[config.mk]
export PLATFORM = sky130hd
export DESIGN_NAME = debug_breakpoint_slot_manager
export DESIGN_NICKNAME = d
export VERILOG_FILES = /design/src/sv/dbsm_pkg.sv /design/src/sv/debug_breakpoint_slot_manager.sv /design/src/sv/dbsm_ctrl.sv /design/src/sv/dbsm_datapath.sv
export SDC_FILE = /design/constraint.sdc
export NUM_CORES = 1
export LEC_CHECK = 0
export ABC_CLOCK_PERIOD_IN_PS = 5600
export BUFFER_PORTS_ARGS = -buffer_cell sky130_fd_sc_hd__buf_2
export CAP_MARGIN = 20
export CORE_MARGIN = 3
export CORE_UTILIZATION = 55
export DETAILED_ROUTE_END_ITERATION = 7
export PLACE_DENSITY = 0.79
export RECOVER_POWER = 25
export SLEW_MARGIN = 10
export SYNTH_ARGS = -nofsm -noshare
export SYNTH_HDL_FRONTEND = slang
export SYNTH_SLANG_ARGS = --single-unit
[constraint.sdc]
create_clock -name clk -period 5.6 [get_ports clk]
set_clock_uncertainty 0.05 [all_clocks]
set_input_delay 1.68 -clock clk [delete_from_list [all_inputs] [get_ports clk]]
set_output_delay 1.68 -clock clk [all_outputs]
set_load 0.005 [all_outputs]
[src/sv/dbsm_pkg.sv]
// Shared types, codes and constants of the debug breakpoint slot manager.
// Used by dbsm_ctrl, dbsm_datapath and debug_breakpoint_slot_manager; no dependencies.
`default_nettype none

package dbsm_pkg;

	// Number of breakpoint slots and the width of a slot index.
	localparam int NUM_SLOTS = 4;
	localparam int SLOT_W    = 2;

	// Command codes.
	localparam logic [2:0] CMD_ALLOC     = 3'd0;
	localparam logic [2:0] CMD_ENABLE    = 3'd1;
	localparam logic [2:0] CMD_DISABLE   = 3'd2;
	localparam logic [2:0] CMD_CLEAR     = 3'd3;
	localparam logic [2:0] CMD_CLEAR_ALL = 3'd4;
	localparam logic [2:0] CMD_TRAP      = 3'd5;

	// Slot state codes.
	localparam logic [1:0] ST_EMPTY    = 2'd0;
	localparam logic [1:0] ST_DISABLED = 2'd1;
	localparam logic [1:0] ST_ENABLED  = 2'd2;

	// Access kind codes.
	localparam logic [1:0] KIND_EXEC  = 2'd0;
	localparam logic [1:0] KIND_WRITE = 2'd1;
	localparam logic [1:0] KIND_RDWR  = 2'd2;

	// Target state codes.
	localparam logic [1:0] TGT_RUNNING = 2'd1;
	localparam logic [1:0] TGT_STOPPED = 2'd2;

	// Result status codes.
	localparam logic [1:0] STAT_OK  = 2'd0;
	localparam logic [1:0] STAT_ERR = 2'd1;
	localparam logic [1:0] STAT_HIT = 2'd2;

	// Debug register numbers.
	localparam logic [2:0] REG_DR6 = 3'd6;
	localparam logic [2:0] REG_DR7 = 3'd7;

	// DR7 field positions.
	localparam int DR7_RW_BASE  = 16;
	localparam int DR7_LEN_BASE = 18;
	localparam int DR7_STRIDE   = 4;

	// Register write sequence that a command calls for.
	typedef enum logic [1:0] {
		SEQ_NONE,
		SEQ_PROGRAM,
		SEQ_WIPE,
		SEQ_TRAP
	} seq_t;

	// Kind of result the datapath loads into its output register.
	typedef enum logic [2:0] {
		EMIT_NONE,
		EMIT_DR7Z,
		EMIT_ADDR,
		EMIT_DR7,
		EMIT_DR6Z,
		EMIT_STATUS
	} emit_t;

	// Commands from the controller to the datapath.
	typedef struct packed {
		logic              load;
		logic              decide;
		emit_t             emit;
		logic [SLOT_W-1:0] idx;
	} dp_cmd_t;

	// Status from the datapath to the controller.
	typedef struct packed {
		seq_t seq;
	} dp_stat_t;

endpackage

`default_nettype wire

[src/sv/debug_breakpoint_slot_manager.sv]
// Top level of the debug breakpoint slot manager.
// Depends on dbsm_pkg, dbsm_ctrl and dbsm_datapath.
//
// An item (one command) is accepted when start is high and busy is low. The
// block answers with zero to six debug register writes followed by one status
// result flagged by last; each result is on the ports for exactly one cycle,
// marked by result_valid, and the receiver must take it then. A command keeps
// busy high from its decide step through its status step. The controller
// walks one step per cycle: decide, DR7=0, DR0..DR3, final DR7 or DR6, status;
// a full reprogramming or clear-all takes every step, a trap hit only decide,
// DR6 and status, and a command without register writes decide and status.
// The next item is taken in idle. Results are registered and appear in the
// cycle after the step that makes them; busy falls as the status leaves the
// controller, so a new item may be accepted while that status is shown.
`default_nettype none

module debug_breakpoint_slot_manager (
	input  wire logic        clk,
	input  wire logic        arst_n,
	input  wire logic        start,
	output logic             busy,
	input  wire logic [2:0]  cmd,
	input  wire logic [2:0]  slot_id,
	input  wire logic [63:0] address,
	input  wire logic [1:0]  access_kind,
	input  wire logic [3:0]  length_bytes,
	input  wire logic [1:0]  target_state,
	input  wire logic [63:0] dr6_value,
	output logic             result_valid,
	output logic             is_reg_write,
	output logic [2:0]       reg_number,
	output logic [63:0]      reg_value,
	output logic [1:0]       status,
	output logic [1:0]       slot_out,
	output logic             last
);

	dbsm_pkg::dp_cmd_t  dp_cmd;
	dbsm_pkg::dp_stat_t dp_stat;

	// Sequencing of decide and result steps.
	dbsm_ctrl u_ctrl (
		.clk     (clk),
		.arst_n  (arst_n),
		.start   (start),
		.busy    (busy),
		.dp_stat (dp_stat),
		.dp_cmd  (dp_cmd)
	);

	// Slot table, decision logic and result register.
	dbsm_datapath u_datapath (
		.clk          (clk),
		.arst_n       (arst_n),
		.dp_cmd       (dp_cmd),
		.dp_stat      (dp_stat),
		.cmd          (cmd),
		.slot_id      (slot_id),
		.address      (address),
		.access_kind  (access_kind),
		.length_bytes (length_bytes),
		.target_state (target_state),
		.dr6_value    (dr6_value),
		.result_valid (result_valid),
		.is_reg_write (is_reg_write),
		.reg_number   (reg_number),
		.reg_value    (reg_value),
		.status       (status),
		.slot_out     (slot_out),
		.last         (last)
	);

endmodule

`default_nettype wire

[src/sv/dbsm_ctrl.sv]
// Controller state machine of the debug breakpoint slot manager.
// Depends on dbsm_pkg; drives dbsm_datapath through dp_cmd_t.
`default_nettype none

module dbsm_ctrl (
	input  wire logic              clk,
	input  wire logic              arst_n,
	input  wire logic              start,
	output logic                   busy,
	input  wire dbsm_pkg::dp_stat_t dp_stat,
	output dbsm_pkg::dp_cmd_t      dp_cmd
);

	typedef enum logic [5:0] {
		S_IDLE   = 6'b000001,
		S_DECIDE = 6'b000010,
		S_DR7Z   = 6'b000100,
		S_ADDR   = 6'b001000,
		S_FINAL  = 6'b010000,
		S_STATUS = 6'b100000
	} state_t;

	localparam logic [dbsm_pkg::SLOT_W-1:0] LAST_IDX =
		dbsm_pkg::SLOT_W'(dbsm_pkg::NUM_SLOTS - 1);

	state_t                        state_q, state_d;
	dbsm_pkg::seq_t                seq_q;
	logic [dbsm_pkg::SLOT_W-1:0]   cnt_q;

	assign busy = (state_q != S_IDLE);

	// Next state and datapath commands.
	always_comb begin
		state_d       = state_q;
		dp_cmd.load   = 1'b0;
		dp_cmd.decide = 1'b0;
		dp_cmd.emit   = dbsm_pkg::EMIT_NONE;
		dp_cmd.idx    = cnt_q;
		case (state_q)
			S_IDLE: begin
				if (start) begin
					dp_cmd.load = 1'b1;
					state_d     = S_DECIDE;
				end
			end
			S_DECIDE: begin
				dp_cmd.decide = 1'b1;
				case (dp_stat.seq)
					dbsm_pkg::SEQ_PROGRAM, dbsm_pkg::SEQ_WIPE: state_d = S_DR7Z;
					dbsm_pkg::SEQ_TRAP:                        state_d = S_FINAL;
					default:                                   state_d = S_STATUS;
				endcase
			end
			S_DR7Z: begin
				dp_cmd.emit = dbsm_pkg::EMIT_DR7Z;
				state_d     = S_ADDR;
			end
			S_ADDR: begin
				dp_cmd.emit = dbsm_pkg::EMIT_ADDR;
				if (cnt_q == LAST_IDX) begin
					state_d = S_FINAL;
				end
			end
			S_FINAL: begin
				dp_cmd.emit = (seq_q == dbsm_pkg::SEQ_PROGRAM) ? dbsm_pkg::EMIT_DR7
				                                               : dbsm_pkg::EMIT_DR6Z;
				state_d     = S_STATUS;
			end
			S_STATUS: begin
				dp_cmd.emit = dbsm_pkg::EMIT_STATUS;
				state_d     = S_IDLE;
			end
			default: begin
				state_d = S_IDLE;
			end
		endcase
	end

	// State, sequence kind and slot counter.
	always_ff @(posedge clk or negedge arst_n) begin
		if (!arst_n) begin
			state_q <= S_IDLE;
			seq_q   <= dbsm_pkg::SEQ_NONE;
			cnt_q   <= '0;
		end else begin
			state_q <= state_d;
			if (state_q == S_DECIDE) begin
				seq_q <= dp_stat.seq;
			end
			if (state_q == S_DR7Z) begin
				cnt_q <= '0;
			end else if (state_q == S_ADDR) begin
				cnt_q <= cnt_q + 1'b1;
			end
		end
	end

	// An accepted item always moves the controller out of idle.
	a_accept_busy: assert property (@(posedge clk) disable iff (!arst_n)
		(start && !busy) |=> (state_q == S_DECIDE))
		else $error("accepted item did not enter the decide step");

	// The status result is always the last step of an item.
	a_status_ends: assert property (@(posedge clk) disable iff (!arst_n)
		(state_q == S_STATUS) |=> (state_q == S_IDLE))
		else $error("controller did not return to idle after the status result");

endmodule

`default_nettype wire

[src/sv/dbsm_datapath.sv]
// Datapath of the debug breakpoint slot manager: input latch, slot table,
// command decision, DR7 build and the result register. Depends on dbsm_pkg.
`default_nettype none

module dbsm_datapath (
	input  wire logic              clk,
	input  wire logic              arst_n,
	input  wire dbsm_pkg::dp_cmd_t dp_cmd,
	output dbsm_pkg::dp_stat_t     dp_stat,
	input  wire logic [2:0]        cmd,
	input  wire logic [2:0]        slot_id,
	input  wire logic [63:0]       address,
	input  wire logic [1:0]        access_kind,
	input  wire logic [3:0]        length_bytes,
	input  wire logic [1:0]        target_state,
	input  wire logic [63:0]       dr6_value,
	output logic                   result_valid,
	output logic                   is_reg_write,
	output logic [2:0]             reg_number,
	output logic [63:0]            reg_value,
	output logic [1:0]             status,
	output logic [1:0]             slot_out,
	output logic                   last
);

	localparam int N = dbsm_pkg::NUM_SLOTS;
	localparam int W = dbsm_pkg::SLOT_W;

	// Checks that a kind, length and address form a legal breakpoint.
	function automatic logic legal_bp(input logic [1:0] kind, input logic [3:0] len,
	                                  input logic [3:0] addr_lo);
		logic len_ok;
		len_ok = (len == 4'd1) || (len == 4'd2) || (len == 4'd4) || (len == 4'd8);
		case (kind)
			dbsm_pkg::KIND_EXEC:                      legal_bp = (len == 4'd1);
			dbsm_pkg::KIND_WRITE, dbsm_pkg::KIND_RDWR:
				legal_bp = len_ok && ((addr_lo & (len - 4'd1)) == 4'd0);
			default:                                  legal_bp = 1'b0;
		endcase
	endfunction

	// Latched input item.
	logic [2:0]  cmd_q;
	logic [2:0]  id_q;
	logic [63:0] addr_q;
	logic [1:0]  kind_q;
	logic [3:0]  len_q;
	logic [1:0]  ts_q;
	logic [63:0] dr6_q;

	// Slot table.
	logic [1:0]  slot_state_q   [N];
	logic [1:0]  slot_kind_q    [N];
	logic [63:0] slot_address_q [N];
	logic [3:0]  slot_length_q  [N];

	// Final status remembered from the decide step.
	logic [1:0]  fin_status_q;
	logic [W-1:0] fin_slot_q;
	logic [63:0] fin_value_q;

	// Result register.
	logic        out_valid_q;
	logic        out_wr_q;
	logic [2:0]  out_reg_q;
	logic [63:0] out_value_q;
	logic [1:0]  out_status_q;
	logic [W-1:0] out_slot_q;
	logic        out_last_q;

	// Next contents of the result register.
	logic        out_wr_d;
	logic [2:0]  out_reg_d;
	logic [63:0] out_value_d;
	logic [1:0]  out_status_d;
	logic [W-1:0] out_slot_d;
	logic        out_last_d;

	// Decision outputs.
	logic [1:0]   d_status;
	logic [W-1:0] d_slot;
	logic [63:0]  d_value;
	logic         d_alloc;
	logic         d_set_state;
	logic [1:0]   d_new_state;
	logic         d_wipe_one;
	logic         d_wipe_all;
	dbsm_pkg::seq_t d_seq;

	logic         live;
	logic         stopped;
	logic         id_ok;
	logic [W-1:0] idx;
	logic         free_found;
	logic [W-1:0] free_idx;
	logic         hit_found;
	logic [W-1:0] hit_idx;
	logic [63:0]  dr7;

	assign live    = (ts_q == dbsm_pkg::TGT_RUNNING) || (ts_q == dbsm_pkg::TGT_STOPPED);
	assign stopped = (ts_q == dbsm_pkg::TGT_STOPPED);
	assign id_ok   = ({1'b0, id_q} < 4'(N));
	assign idx     = id_q[W-1:0];

	// First empty slot and lowest enabled slot hit in DR6.
	always_comb begin
		free_found = 1'b0;
		free_idx   = '0;
		hit_found  = 1'b0;
		hit_idx    = '0;
		for (int i = N - 1; i >= 0; i--) begin
			if (slot_state_q[i] == dbsm_pkg::ST_EMPTY) begin
				free_found = 1'b1;
				free_idx   = W'(i);
			end
			if (dr6_q[i] && (slot_state_q[i] == dbsm_pkg::ST_ENABLED)) begin
				hit_found = 1'b1;
				hit_idx   = W'(i);
			end
		end
	end

	// Command decision on the latched item and the current table.
	always_comb begin
		d_status    = dbsm_pkg::STAT_ERR;
		d_slot      = '0;
		d_value     = '0;
		d_alloc     = 1'b0;
		d_set_state = 1'b0;
		d_new_state = dbsm_pkg::ST_DISABLED;
		d_wipe_one  = 1'b0;
		d_wipe_all  = 1'b0;
		d_seq       = dbsm_pkg::SEQ_NONE;
		case (cmd_q)
			dbsm_pkg::CMD_ALLOC: begin
				if (legal_bp(kind_q, len_q, addr_q[3:0]) && free_found) begin
					d_alloc  = 1'b1;
					d_status = dbsm_pkg::STAT_OK;
					d_slot   = free_idx;
				end
			end
			dbsm_pkg::CMD_ENABLE, dbsm_pkg::CMD_DISABLE: begin
				if (id_ok && (slot_state_q[idx] != dbsm_pkg::ST_EMPTY)) begin
					if (cmd_q == dbsm_pkg::CMD_DISABLE ||
					    legal_bp(slot_kind_q[idx], slot_length_q[idx],
					             slot_address_q[idx][3:0])) begin
						d_set_state = 1'b1;
						d_new_state = (cmd_q == dbsm_pkg::CMD_ENABLE) ? dbsm_pkg::ST_ENABLED
						                                             : dbsm_pkg::ST_DISABLED;
						d_status    = dbsm_pkg::STAT_OK;
						d_seq       = stopped ? dbsm_pkg::SEQ_PROGRAM : dbsm_pkg::SEQ_NONE;
					end
				end
			end
			dbsm_pkg::CMD_CLEAR: begin
				if (id_ok) begin
					d_status = dbsm_pkg::STAT_OK;
					if (slot_state_q[idx] != dbsm_pkg::ST_EMPTY) begin
						d_wipe_one = 1'b1;
						d_seq      = stopped ? dbsm_pkg::SEQ_PROGRAM : dbsm_pkg::SEQ_NONE;
					end
				end
			end
			dbsm_pkg::CMD_CLEAR_ALL: begin
				d_wipe_all = 1'b1;
				d_status   = dbsm_pkg::STAT_OK;
				d_seq      = stopped ? dbsm_pkg::SEQ_WIPE : dbsm_pkg::SEQ_NONE;
			end
			dbsm_pkg::CMD_TRAP: begin
				if (live) begin
					d_value = dr6_q;
					if (hit_found) begin
						d_status = dbsm_pkg::STAT_HIT;
						d_slot   = hit_idx;
						d_seq    = dbsm_pkg::SEQ_TRAP;
					end else begin
						d_status = dbsm_pkg::STAT_OK;
					end
				end
			end
			default: begin
				d_status = dbsm_pkg::STAT_ERR;
			end
		endcase
	end

	assign dp_stat.seq = d_seq;

	// DR7 image built from the enabled slots.
	always_comb begin
		logic [1:0] rw;
		logic [1:0] lf;
		logic       ok;
		dr7 = '0;
		for (int i = 0; i < N; i++) begin
			ok = (slot_state_q[i] == dbsm_pkg::ST_ENABLED);
			case (slot_kind_q[i])
				dbsm_pkg::KIND_EXEC:  rw = 2'd0;
				dbsm_pkg::KIND_WRITE: rw = 2'd1;
				dbsm_pkg::KIND_RDWR:  rw = 2'd3;
				default: begin
					rw = 2'd0;
					ok = 1'b0;
				end
			endcase
			case (slot_length_q[i])
				4'd1:    lf = 2'd0;
				4'd2:    lf = 2'd1;
				4'd4:    lf = 2'd3;
				4'd8:    lf = 2'd2;
				default: begin
					lf = 2'd0;
					ok = 1'b0;
				end
			endcase
			if (ok) begin
				dr7[2*i] = 1'b1;
				dr7[dbsm_pkg::DR7_RW_BASE + dbsm_pkg::DR7_STRIDE*i +: 2]  = rw;
				dr7[dbsm_pkg::DR7_LEN_BASE + dbsm_pkg::DR7_STRIDE*i +: 2] = lf;
			end
		end
	end

	// Input latch and final status, no reset needed.
	always_ff @(posedge clk) begin
		if (dp_cmd.load) begin
			cmd_q  <= cmd;
			id_q   <= slot_id;
			addr_q <= address;
			kind_q <= access_kind;
			len_q  <= length_bytes;
			ts_q   <= target_state;
			dr6_q  <= dr6_value;
		end
		if (dp_cmd.decide) begin
			fin_status_q <= d_status;
			fin_slot_q   <= d_slot;
			fin_value_q  <= d_value;
		end
	end

	// Slot table update at the decide step.
	always_ff @(posedge clk or negedge arst_n) begin
		if (!arst_n) begin
			for (int i = 0; i < N; i++) begin
				slot_state_q[i]   <= dbsm_pkg::ST_EMPTY;
				slot_kind_q[i]    <= '0;
				slot_address_q[i] <= '0;
				slot_length_q[i]  <= '0;
			end
		end else if (dp_cmd.decide) begin
			for (int i = 0; i < N; i++) begin
				if (d_wipe_all || (d_wipe_one && idx == W'(i))) begin
					slot_state_q[i]   <= dbsm_pkg::ST_EMPTY;
					slot_kind_q[i]    <= '0;
					slot_address_q[i] <= '0;
					slot_length_q[i]  <= '0;
				end else if (d_alloc && free_idx == W'(i)) begin
					slot_state_q[i]   <= dbsm_pkg::ST_DISABLED;
					slot_kind_q[i]    <= kind_q;
					slot_address_q[i] <= addr_q;
					slot_length_q[i]  <= len_q;
				end else if (d_set_state && idx == W'(i)) begin
					slot_state_q[i] <= d_new_state;
				end
			end
		end
	end

	// Result register: one result per emit command, shown for one cycle.
	always_ff @(posedge clk or negedge arst_n) begin
		if (!arst_n) begin
			out_valid_q <= 1'b0;
		end else begin
			out_valid_q <= (dp_cmd.emit != dbsm_pkg::EMIT_NONE);
		end
	end

	// Contents of the next result, selected by the emit command.
	always_comb begin
		out_wr_d     = 1'b1;
		out_reg_d    = '0;
		out_value_d  = '0;
		out_status_d = dbsm_pkg::STAT_OK;
		out_slot_d   = '0;
		out_last_d   = 1'b0;
		case (dp_cmd.emit)
			dbsm_pkg::EMIT_DR7Z: begin
				out_reg_d = dbsm_pkg::REG_DR7;
			end
			dbsm_pkg::EMIT_ADDR: begin
				out_reg_d   = 3'(dp_cmd.idx);
				out_value_d = (slot_state_q[dp_cmd.idx] == dbsm_pkg::ST_ENABLED)
				              ? slot_address_q[dp_cmd.idx] : 64'd0;
			end
			dbsm_pkg::EMIT_DR7: begin
				out_reg_d   = dbsm_pkg::REG_DR7;
				out_value_d = dr7;
			end
			dbsm_pkg::EMIT_DR6Z: begin
				out_reg_d = dbsm_pkg::REG_DR6;
			end
			dbsm_pkg::EMIT_STATUS: begin
				out_wr_d     = 1'b0;
				out_value_d  = fin_value_q;
				out_status_d = fin_status_q;
				out_slot_d   = fin_slot_q;
				out_last_d   = 1'b1;
			end
			default: begin
				out_wr_d = 1'b0;
			end
		endcase
	end

	always_ff @(posedge clk) begin
		out_wr_q     <= out_wr_d;
		out_reg_q    <= out_reg_d;
		out_value_q  <= out_value_d;
		out_status_q <= out_status_d;
		out_slot_q   <= out_slot_d;
		out_last_q   <= out_last_d;
	end

	assign result_valid = out_valid_q;
	assign is_reg_write = out_wr_q;
	assign reg_number   = out_reg_q;
	assign reg_value    = out_value_q;
	assign status       = out_status_q;
	assign slot_out     = out_slot_q;
	assign last         = out_last_q;

	// The final result of an item is never a register write.
	a_last_status: assert property (@(posedge clk) disable iff (!arst_n)
		(out_valid_q && out_last_q) |-> !out_wr_q)
		else $error("final result marked as a register write");

	// A register write carries no status and no slot.
	a_write_clean: assert property (@(posedge clk) disable iff (!arst_n)
		(out_valid_q && out_wr_q) |-> (out_status_q == dbsm_pkg::STAT_OK &&
		                               out_slot_q == '0 && !out_last_q))
		else $error("register write carries status fields");

	// A slot hit reported by a trap refers to an enabled slot.
	a_hit_enabled: assert property (@(posedge clk) disable iff (!arst_n)
		(dp_cmd.decide && d_status == dbsm_pkg::STAT_HIT) |->
		(slot_state_q[d_slot] == dbsm_pkg::ST_ENABLED))
		else $error("trap hit on a slot that is not enabled");

endmodule

`default_nettype wire
==> results.sh, run 1 <==
export IMPL_outcome="finished, violations left"
export IMPL_violations="capacitance limit, slew limit"
export IMPL_ys_flop_type="dfrtp_1"
export IMPL_start_kind="flop"
export IMPL_syn_num_nets=2203
export IMPL_min_delay_start="u_datapath.fin_slot_q[1]"
export IMPL_power_leakage_nw=12.1
export IMPL_arrival_ps=4610
export IMPL_synth_top_area_frac=0.312
export IMPL_worstSetupPathType="flop to flop"
export IMPL_relSlewSlack=-1.08
export IMPL_initial_utilization=0.563
export IMPL_synth_cell_types=64
export IMPL_instances_no_fill=2827
export IMPL_gp_congestion=0.877
export IMPL_drt_pass1_iterations=6
export IMPL_synth_cells=2034
export IMPL_track_usage=0.262
export IMPL_switchingPower_w=0.00354
export IMPL_fin_tns_setup_ps=0
export IMPL_synth_area_um2=23900
export IMPL_synth_compound_area_frac=0.0908
export IMPL_cts_hold_buffers_added=0
export IMPL_pin_count=220
export IMPL_swShare=0.287
export IMPL_antennaDiodeCount=0
export IMPL_rsz0062_at_grt="false"
export IMPL_yosysSeqAreaShare=0.638
export IMPL_first_iter_violations=1934
export IMPL_antenna_found_initial=1
export IMPL_min_period_over_period=0.743
export IMPL_cp_common_cell="nand2_1"
export IMPL_finalCriticalPeriod_ps=4160
export IMPL_synth_seq_cells=582
export IMPL_hold_viol_final=0
export IMPL_timing_critical_path_cells="mux4_2 -> or2_1 -> nor2_2 -> a31oi_4 -> buf_4 -> a21o_4 -> nand2_1 -> nand2_1"
export IMPL_ant_nets=0
export IMPL_max_cap_viol_count=4
export IMPL_cts_resized=0
export IMPL_reg2reg_depth=8
export IMPL_synth_top_family_by_area="simple AND/OR/NAND/NOR gates"
export IMPL_grt_max_degree=111
export IMPL_grt_pass1_vias=16937
export IMPL_p_per_area_nw_per_um2=448
export IMPL_clk_pin_slew_worst_paths_ps=60
export IMPL_avgViaCountPerCell=5.90
export IMPL_drive_above_1_share=0.188
export IMPL_area_growth_pct=15.3
export IMPL_hold_path_cell_count=1
export IMPL_synth_area_leader_cell="dfrtp_1"
export IMPL_cts_tree="done"
export IMPL_root_buffer="clkbuf_16"
export IMPL_finalMaxSlewViolations=226
export IMPL_avgSynthCellArea_um2=11.7
export IMPL_dp_hpwl_mm=35.4
export IMPL_hp_class="flop to flop"
export IMPL_nets=2370
export IMPL_rows=75
export IMPL_dieHeight_um=214
export IMPL_internal_power_w=0.00880
export IMPL_ys_warnings_count=0
export IMPL_startpoint="u_datapath.id_q[0]"
export IMPL_p_seq_frac=0.496
export IMPL_synthMuxAreaShare=0.0748
export IMPL_drc_errors=0
export IMPL_crit_slowest_cell="edfxtp_1"
export IMPL_timing_rr_start="u_datapath.id_q[0]"
export IMPL_placedCellCount=2717
export IMPL_setup_viol_count_final=0
export IMPL_dieArea_um2=46000
export IMPL_synth_edf_count=210
export IMPL_max_clock_freq_ghz=0.240
export IMPL_p_comb_frac=0.167
export IMPL_routed_wl_mm=60.6
export IMPL_crit_path_max_fanout=72
export IMPL_irDropWorstVdd_mv=0.255
export IMPL_tightest_slew_ps=3130
export IMPL_synthAdderAreaFrac=0.0126
export IMPL_io_buffers=219
export IMPL_grt_first_pass_wirelength_mm=95.1
export IMPL_place_area_um2=25500
export IMPL_grt_remaining_overflow=0
export IMPL_endpoint_kind="flop"
export IMPL_clock_path_buffers=3
export IMPL_synthArstFlopShare=0.514
export IMPL_cts_sinks=582
export IMPL_cts_made_buffers=58
export IMPL_cts_setup_buffers=0
export IMPL_die_x_um=214
export IMPL_required_ps=6050
export IMPL_yosys_area_share_simple=0.140
export IMPL_vias=16681
export IMPL_clock_latency_ps=620
export IMPL_core_um2=42400
export IMPL_slowest_delay_ps=990
export IMPL_htree_levels=2
export IMPL_post_drt_wl_per_cell_um=21.4
export IMPL_synth_area_top_cells="dfrtp_1 31%, edfxtp_1 26%, mux4_2 7.1%"
export IMPL_synth_xor_area_share=0.00440
export IMPL_clkPwrFrac=0.337
export IMPL_final_area_um2=27600
-- flip-flops by register name (all words and copies together) (netlist names), 3 cells and up --
register,flops
u_datapath.id_q,3
u_datapath.addr_q,64
u_datapath.reg_number,3
u_datapath.reg_value,64
u_datapath.slot_kind_q,8
u_ctrl.state_q,6
u_datapath.len_q,4
u_datapath.slot_state_q,8
u_datapath.slot_length_q,16
u_datapath.cmd_q,3
u_datapath.slot_address_q,256
u_datapath.dr6_q,64
u_datapath.fin_value_q,64
-- cell usage in the layout, fill, tap and decap left out, types with 9 or more instances in the layout --
cell / instances
nand2_1: 440
dfrtp_1: 297
o21ai_0: 229
edfxtp_1: 210
buf_2: 198
nand3_1: 144
inv_1: 93
mux4_2: 75
dfxtp_1: 73
and2_1: 61
clkbuf_16: 59
a22o_1: 47
clkbuf_1: 30
nor2_1: 24
ha_1: 24
buf_4: 18
nor2b_1: 16
a22oi_1: 15
and2_0: 10
bufinv_16: 10
nor3_1: 9
a21oi_1: 9
clkinv_2: 9
clkinv_1: 9
-- worst paths after layout --
kind,slack [ps],endpoint
worst max-delay path,1440,u_datapath.slot_address_q[234]
worst min register to register,390,u_datapath.slot_out[1]
worst max register to register,1440,u_datapath.slot_address_q[234]
min in group asynchronous,1630,u_ctrl.cnt_q[1]
max in group asynchronous,1530,u_datapath.slot_address_q[96]
worst min-delay path,390,u_datapath.slot_out[1]
-- cell families (layout without fill, tap and decap cells) --
logic type      count (synthesis)  in the layout
flops                         582            582
xor+xnor                       12             12
compound gates                353            353
fa+ha+maj                      24             24
mux                            84             84
buf+inv                       233            449
simple gates                  746            746
-- critical path: cells and delay by family, from the launching register on --
kind,cells,cell delay [ps]
simple gates,4,1020
mux,1,590
compound gates,2,790
flops,1,990
buf+inv,1,480
-- area by class of cell --
class | instances | area, um^2
Sequential cell | 582 | 15300
Tap cell | 577 | 722
Clock buffer | 73 | 1600
Clock inverter | 36 | 467
Fill cell | 3081 | 14900
Timing Repair Buffer | 246 | 1320
Inverter | 94 | 354
Multi-Input combinational cell | 1219 | 7830
-- per-stage QoR --
stage	util	total power [W]	worst slack (ps)	hold WS [ps]
floorplan	-	0.00740	54.7	358
global placement	0.602	0.00804	1670	376
detailed placement	0.602	0.00821	1510	378
CTS	0.651	0.0124	1500	391
global route	0.650	0.0129	1080	407
finish	0.650	0.0123	1440	390
-- power by group through the flow --
stage                     clock network (W)  registers, W  logic [W]
after floorplan                           0       0.00595    0.00145
after global placement                    0       0.00610    0.00194
after detailed placement                  0       0.00616    0.00205
after CTS                           0.00421       0.00610    0.00207
after global routing                0.00440       0.00622    0.00231
final                               0.00416       0.00612    0.00206
-- cells in the mapped netlist (all sizes together) (2+ instances only) --
library cell    n
nand2         440
dfrtp         298
o21ai         230
edfxtp        210
nand3         144
clkbuf         95
inv            94
mux4           75
dfxtp          73
and2           71
a22o           47
buf            44
nor2           25
ha             24
nor2b          16
a22oi          15
a21oi          12
a31oi           9
nor3            9
a221o           7
mux2            7
xnor2           7
a21o            6
and3            6
o31ai           5
xor2            5
nand2b          4
nand3b          4
nor3b           4
nor4            4
nor4b           4
or2             4
or4             4
a211oi          3
o22ai           3
a41oi           2
mux2i           2
nand4b          2
o311ai          2
o41ai           2
or3             2
or3b            2
-- per-layer routing --
metal	GRT usage	routed length, um
met5	0	13
met4	0.0936	1760
met3	0.0451	4750
met2	0.420	29400
met1	0.368	24700
No activity file was read; power rests on OpenSTA's default activity.
==> run 2, diff against run 1 <==
Settings changed: ABC_AREA set to 1, ABC_CLOCK_PERIOD_IN_PS 5600 to 4100, PLACE_DENSITY 0.79 to 0.78.
Clock period 5.6 ns to 4.1 ns, I/O delays scaled along.
==> run 2 against run 1 <==
Against the previous run: the flow still finishes with violations (capacitance limit, slew limit); sequential share of layout area is 1.3 points lower; die area is 4.4% higher; critical path depth is 6 lower; cell area is 2.4% higher; hold slack better by 24 ps; sequential power is 48% higher; final cell count is 19% higher; largest power group unchanged; highest routed layer unchanged.
==> results.sh, run 2 <==
export IMPL_syn_num_nets=2718
export IMPL_grt_first_pass_wirelength_mm=104
export IMPL_arrival_ps=3570
export IMPL_outcome="finished, violations left"
export IMPL_post_drt_wl_per_cell_um=19.9
export IMPL_track_usage=0.279
export IMPL_synthArstFlopShare=0.514
export IMPL_crit_family="buffers and inverters"
export IMPL_rsz0062_at_grt="false"
export IMPL_dieArea_um2=48000
export IMPL_min_period_over_period=0.814
export IMPL_placedCellCount=3246
export IMPL_grt_max_degree=105
export IMPL_io_buffers=219
export IMPL_timing_critical_path_cells="buf_8 -> clkbuf_1"
export IMPL_vias=18990
export IMPL_hp_class="flop to flop"
export IMPL_gp_congestion=0.933
export IMPL_crit_slowest_cell="clkbuf_1"
export IMPL_dp_hpwl_mm=40.4
export IMPL_clock_latency_ps=620
export IMPL_hold_end="u_datapath.slot_out[1]"
export IMPL_setup_viol_count_final=0
export IMPL_largest_register_ffs=256
export IMPL_met1_usage=0.393
export IMPL_irDropWorstVdd_mv=0.392
export IMPL_worstSetupPathType="input port to async pin"
export IMPL_finalCriticalPeriod_ps=3340
export IMPL_tightest_slew_ps=2210
export IMPL_max_clock_freq_ghz=0.300
export IMPL_cp_num_buf_inv=2
export IMPL_cts_hold_buffers_added=0
export IMPL_synth_commonest_cells="541 x nand2_1, 298 x dfrtp_1, 283 x o21ai_1"
export IMPL_avgViaCountPerCell=5.66
export IMPL_area_growth_pct=13.0
export IMPL_max_cap_viol_count=1
export IMPL_timing_rr_start="u_datapath.id_q[0]"
export IMPL_use_met2=0.435
export IMPL_relSlewSlack=-0.474
export IMPL_drc_errors=0
export IMPL_grt_pass1_vias=18787
export IMPL_layout_common_cells="541 x nand2_1, 296 x dfrtp_1, 283 x o21ai_1, 239 x nor2_1, 210 x edfxtp_1"
export IMPL_fill_cells=3581
export IMPL_violations="capacitance limit, slew limit"
export IMPL_htree_levels=2
export IMPL_avgSynthCellArea_um2=9.79
export IMPL_clk_pin_slew_worst_paths_ps=60
export IMPL_slowest_delay_ps=1650
export IMPL_core_um2=44500
export IMPL_synth_seq_cells=582
export IMPL_synth_edf_count=210
export IMPL_synth_cells=2549
export IMPL_yosysSeqAreaShare=0.611
export IMPL_hold_path_cell_count=2
export IMPL_clock_path_buffers=3
export IMPL_hold_viol_final=0
export IMPL_fin_tns_setup_ps=0
export IMPL_crit_path_max_fanout=104
export IMPL_die_x_um=219
export IMPL_cts_made_buffers=57
export IMPL_ys_warnings_count=0
export IMPL_synth_top_area_frac=0.299
export IMPL_drt_pass1_iterations=5
export IMPL_routed_wl_mm=66.6
export IMPL_synth_area_um2=25000
export IMPL_synth_cell_types=44
export IMPL_min_delay_start="u_datapath.fin_slot_q[1]"
export IMPL_pin_count=220
export IMPL_power_leakage_nw=13.1
export IMPL_cts_setup_buffers=0
export IMPL_antenna_found_initial=2
export IMPL_grt_remaining_overflow=0
export IMPL_grt_met3_usage=0.0547
export IMPL_ant_nets=0
export IMPL_ys_flop_type="dfrtp_1"
export IMPL_initial_utilization=0.561
export IMPL_required_ps=4330
export IMPL_dieHeight_um=219
export IMPL_final_common_cell="nand2_1"
export IMPL_cts_tree="done"
export IMPL_synth_area_top_cells="dfrtp_1 30%, edfxtp_1 25%, nand2_1 8.1%"
export IMPL_rows=77
export IMPL_synth_area_leader_cell="dfrtp_1"
export IMPL_nets=2882
export IMPL_start_kind="input port"
export IMPL_p_per_area_nw_per_um2=646
export IMPL_instances_no_fill=3354
export IMPL_reg2reg_slack_ps=760
export IMPL_reg2reg_depth=19
export IMPL_cts_sinks=582
export IMPL_drive_above_1_share=0.203
export IMPL_endpoint_kind="async pin"
export IMPL_synthMostInstantiatedCell="nand2_1"
export IMPL_root_buffer="clkbuf_16"
export IMPL_r2r_end="u_ctrl.state_q[2]"
export IMPL_largest_register="u_datapath.slot_address_q"
export IMPL_cts_resized=0
export IMPL_first_iter_violations=1961
export IMPL_busiest_layer="met2"
export IMPL_finalMaxSlewViolations=41
-- run 2: cell count changes after synthesis, moves of 61 or more --
cell / change
o21ai_1: +282
nor2_1: +216
nand2_2: +194
nand2_1: +101
nand3_1: -99
o21ai_0: -89
mux4_2: -75
and2_1: -69
o22ai_1: +61
-- run 2: power by group --
| part | internal (W) | switching [W] |
|---|---|---|
| Sequential | 0.00779 | 0.00124 |
| Combinational | 0.00148 | 0.00243 |
| Clock | 0.00306 | 0.00223 |
| Total | 0.0123 | 0.00590 |
-- run 2: worst max-delay path by stage --
| stage | startpoint | end | cells after the start |
|---|---|---|---|
| 6_report | arst_n | u_datapath.slot_address_q[69] | 2 |
| 3_5_place_dp | u_datapath.id_q[0] | u_ctrl.state_q[2] | 19 |
| 2_1_floorplan | start | u_datapath.addr_q[0] | 2 |
| 3_3_place_gp | u_datapath.id_q[0] | u_ctrl.state_q[2] | 19 |
| 5_1_grt | arst_n | u_datapath.slot_address_q[69] | 2 |
| 4_1_cts | u_datapath.id_q[0] | u_ctrl.state_q[2] | 19 |
-- run 2: cells by family after synthesis --
kind of cell,share of synthesized area
AOI/OAI and AO/OA,0.130
xor gates and xnor gates,0.00140
adders and majority gates,0.0120
buffers and inverters,0.0597
DFF,0.611
and+or+nand+nor,0.186
-- run 2: layer usage --
| layer | vias to the layer above | routed length (um) |
|---|---|---|
| met3 | 124 | 5460 |
| met4 | 2 | 2060 |
| met1 | 9224 | 28100 |
| met2 | 796 | 30900 |
| met5 | - | 8 |
| li1 | 8844 | - |
-- run 2: final cells by class --
cell class / instances / area [um^2] / area share
Antenna cell: 1 / 2.50 / 0.0000887
Multi-Input combinational cell: 1661 / 8260 / 0.293
Clock buffer: 82 / 1650 / 0.0586
Sequential cell: 582 / 15300 / 0.541
Clock inverter: 25 / 258 / 0.00913
Inverter: 153 / 579 / 0.0205
Tap cell: 592 / 741 / 0.0262
Timing Repair Buffer: 258 / 1470 / 0.0519
-- run 2: stage by stage --
| stage | util | instance area [um^2] | power (W) | hold WS, ps | setup slack, ps |
|---|---|---|---|---|---|
| after floorplan | - | 25000 | 0.0115 | 379 | 226 |
| after global placement | 0.592 | 26400 | 0.0127 | 401 | 787 |
| after detailed placement | 0.592 | 26400 | 0.0129 | 402 | 759 |
| after CTS | 0.635 | 28300 | 0.0183 | 410 | 753 |
| after global routing | 0.634 | 28200 | 0.0192 | 429 | 359 |
| final | 0.634 | 28200 | 0.0182 | 414 | 761 |
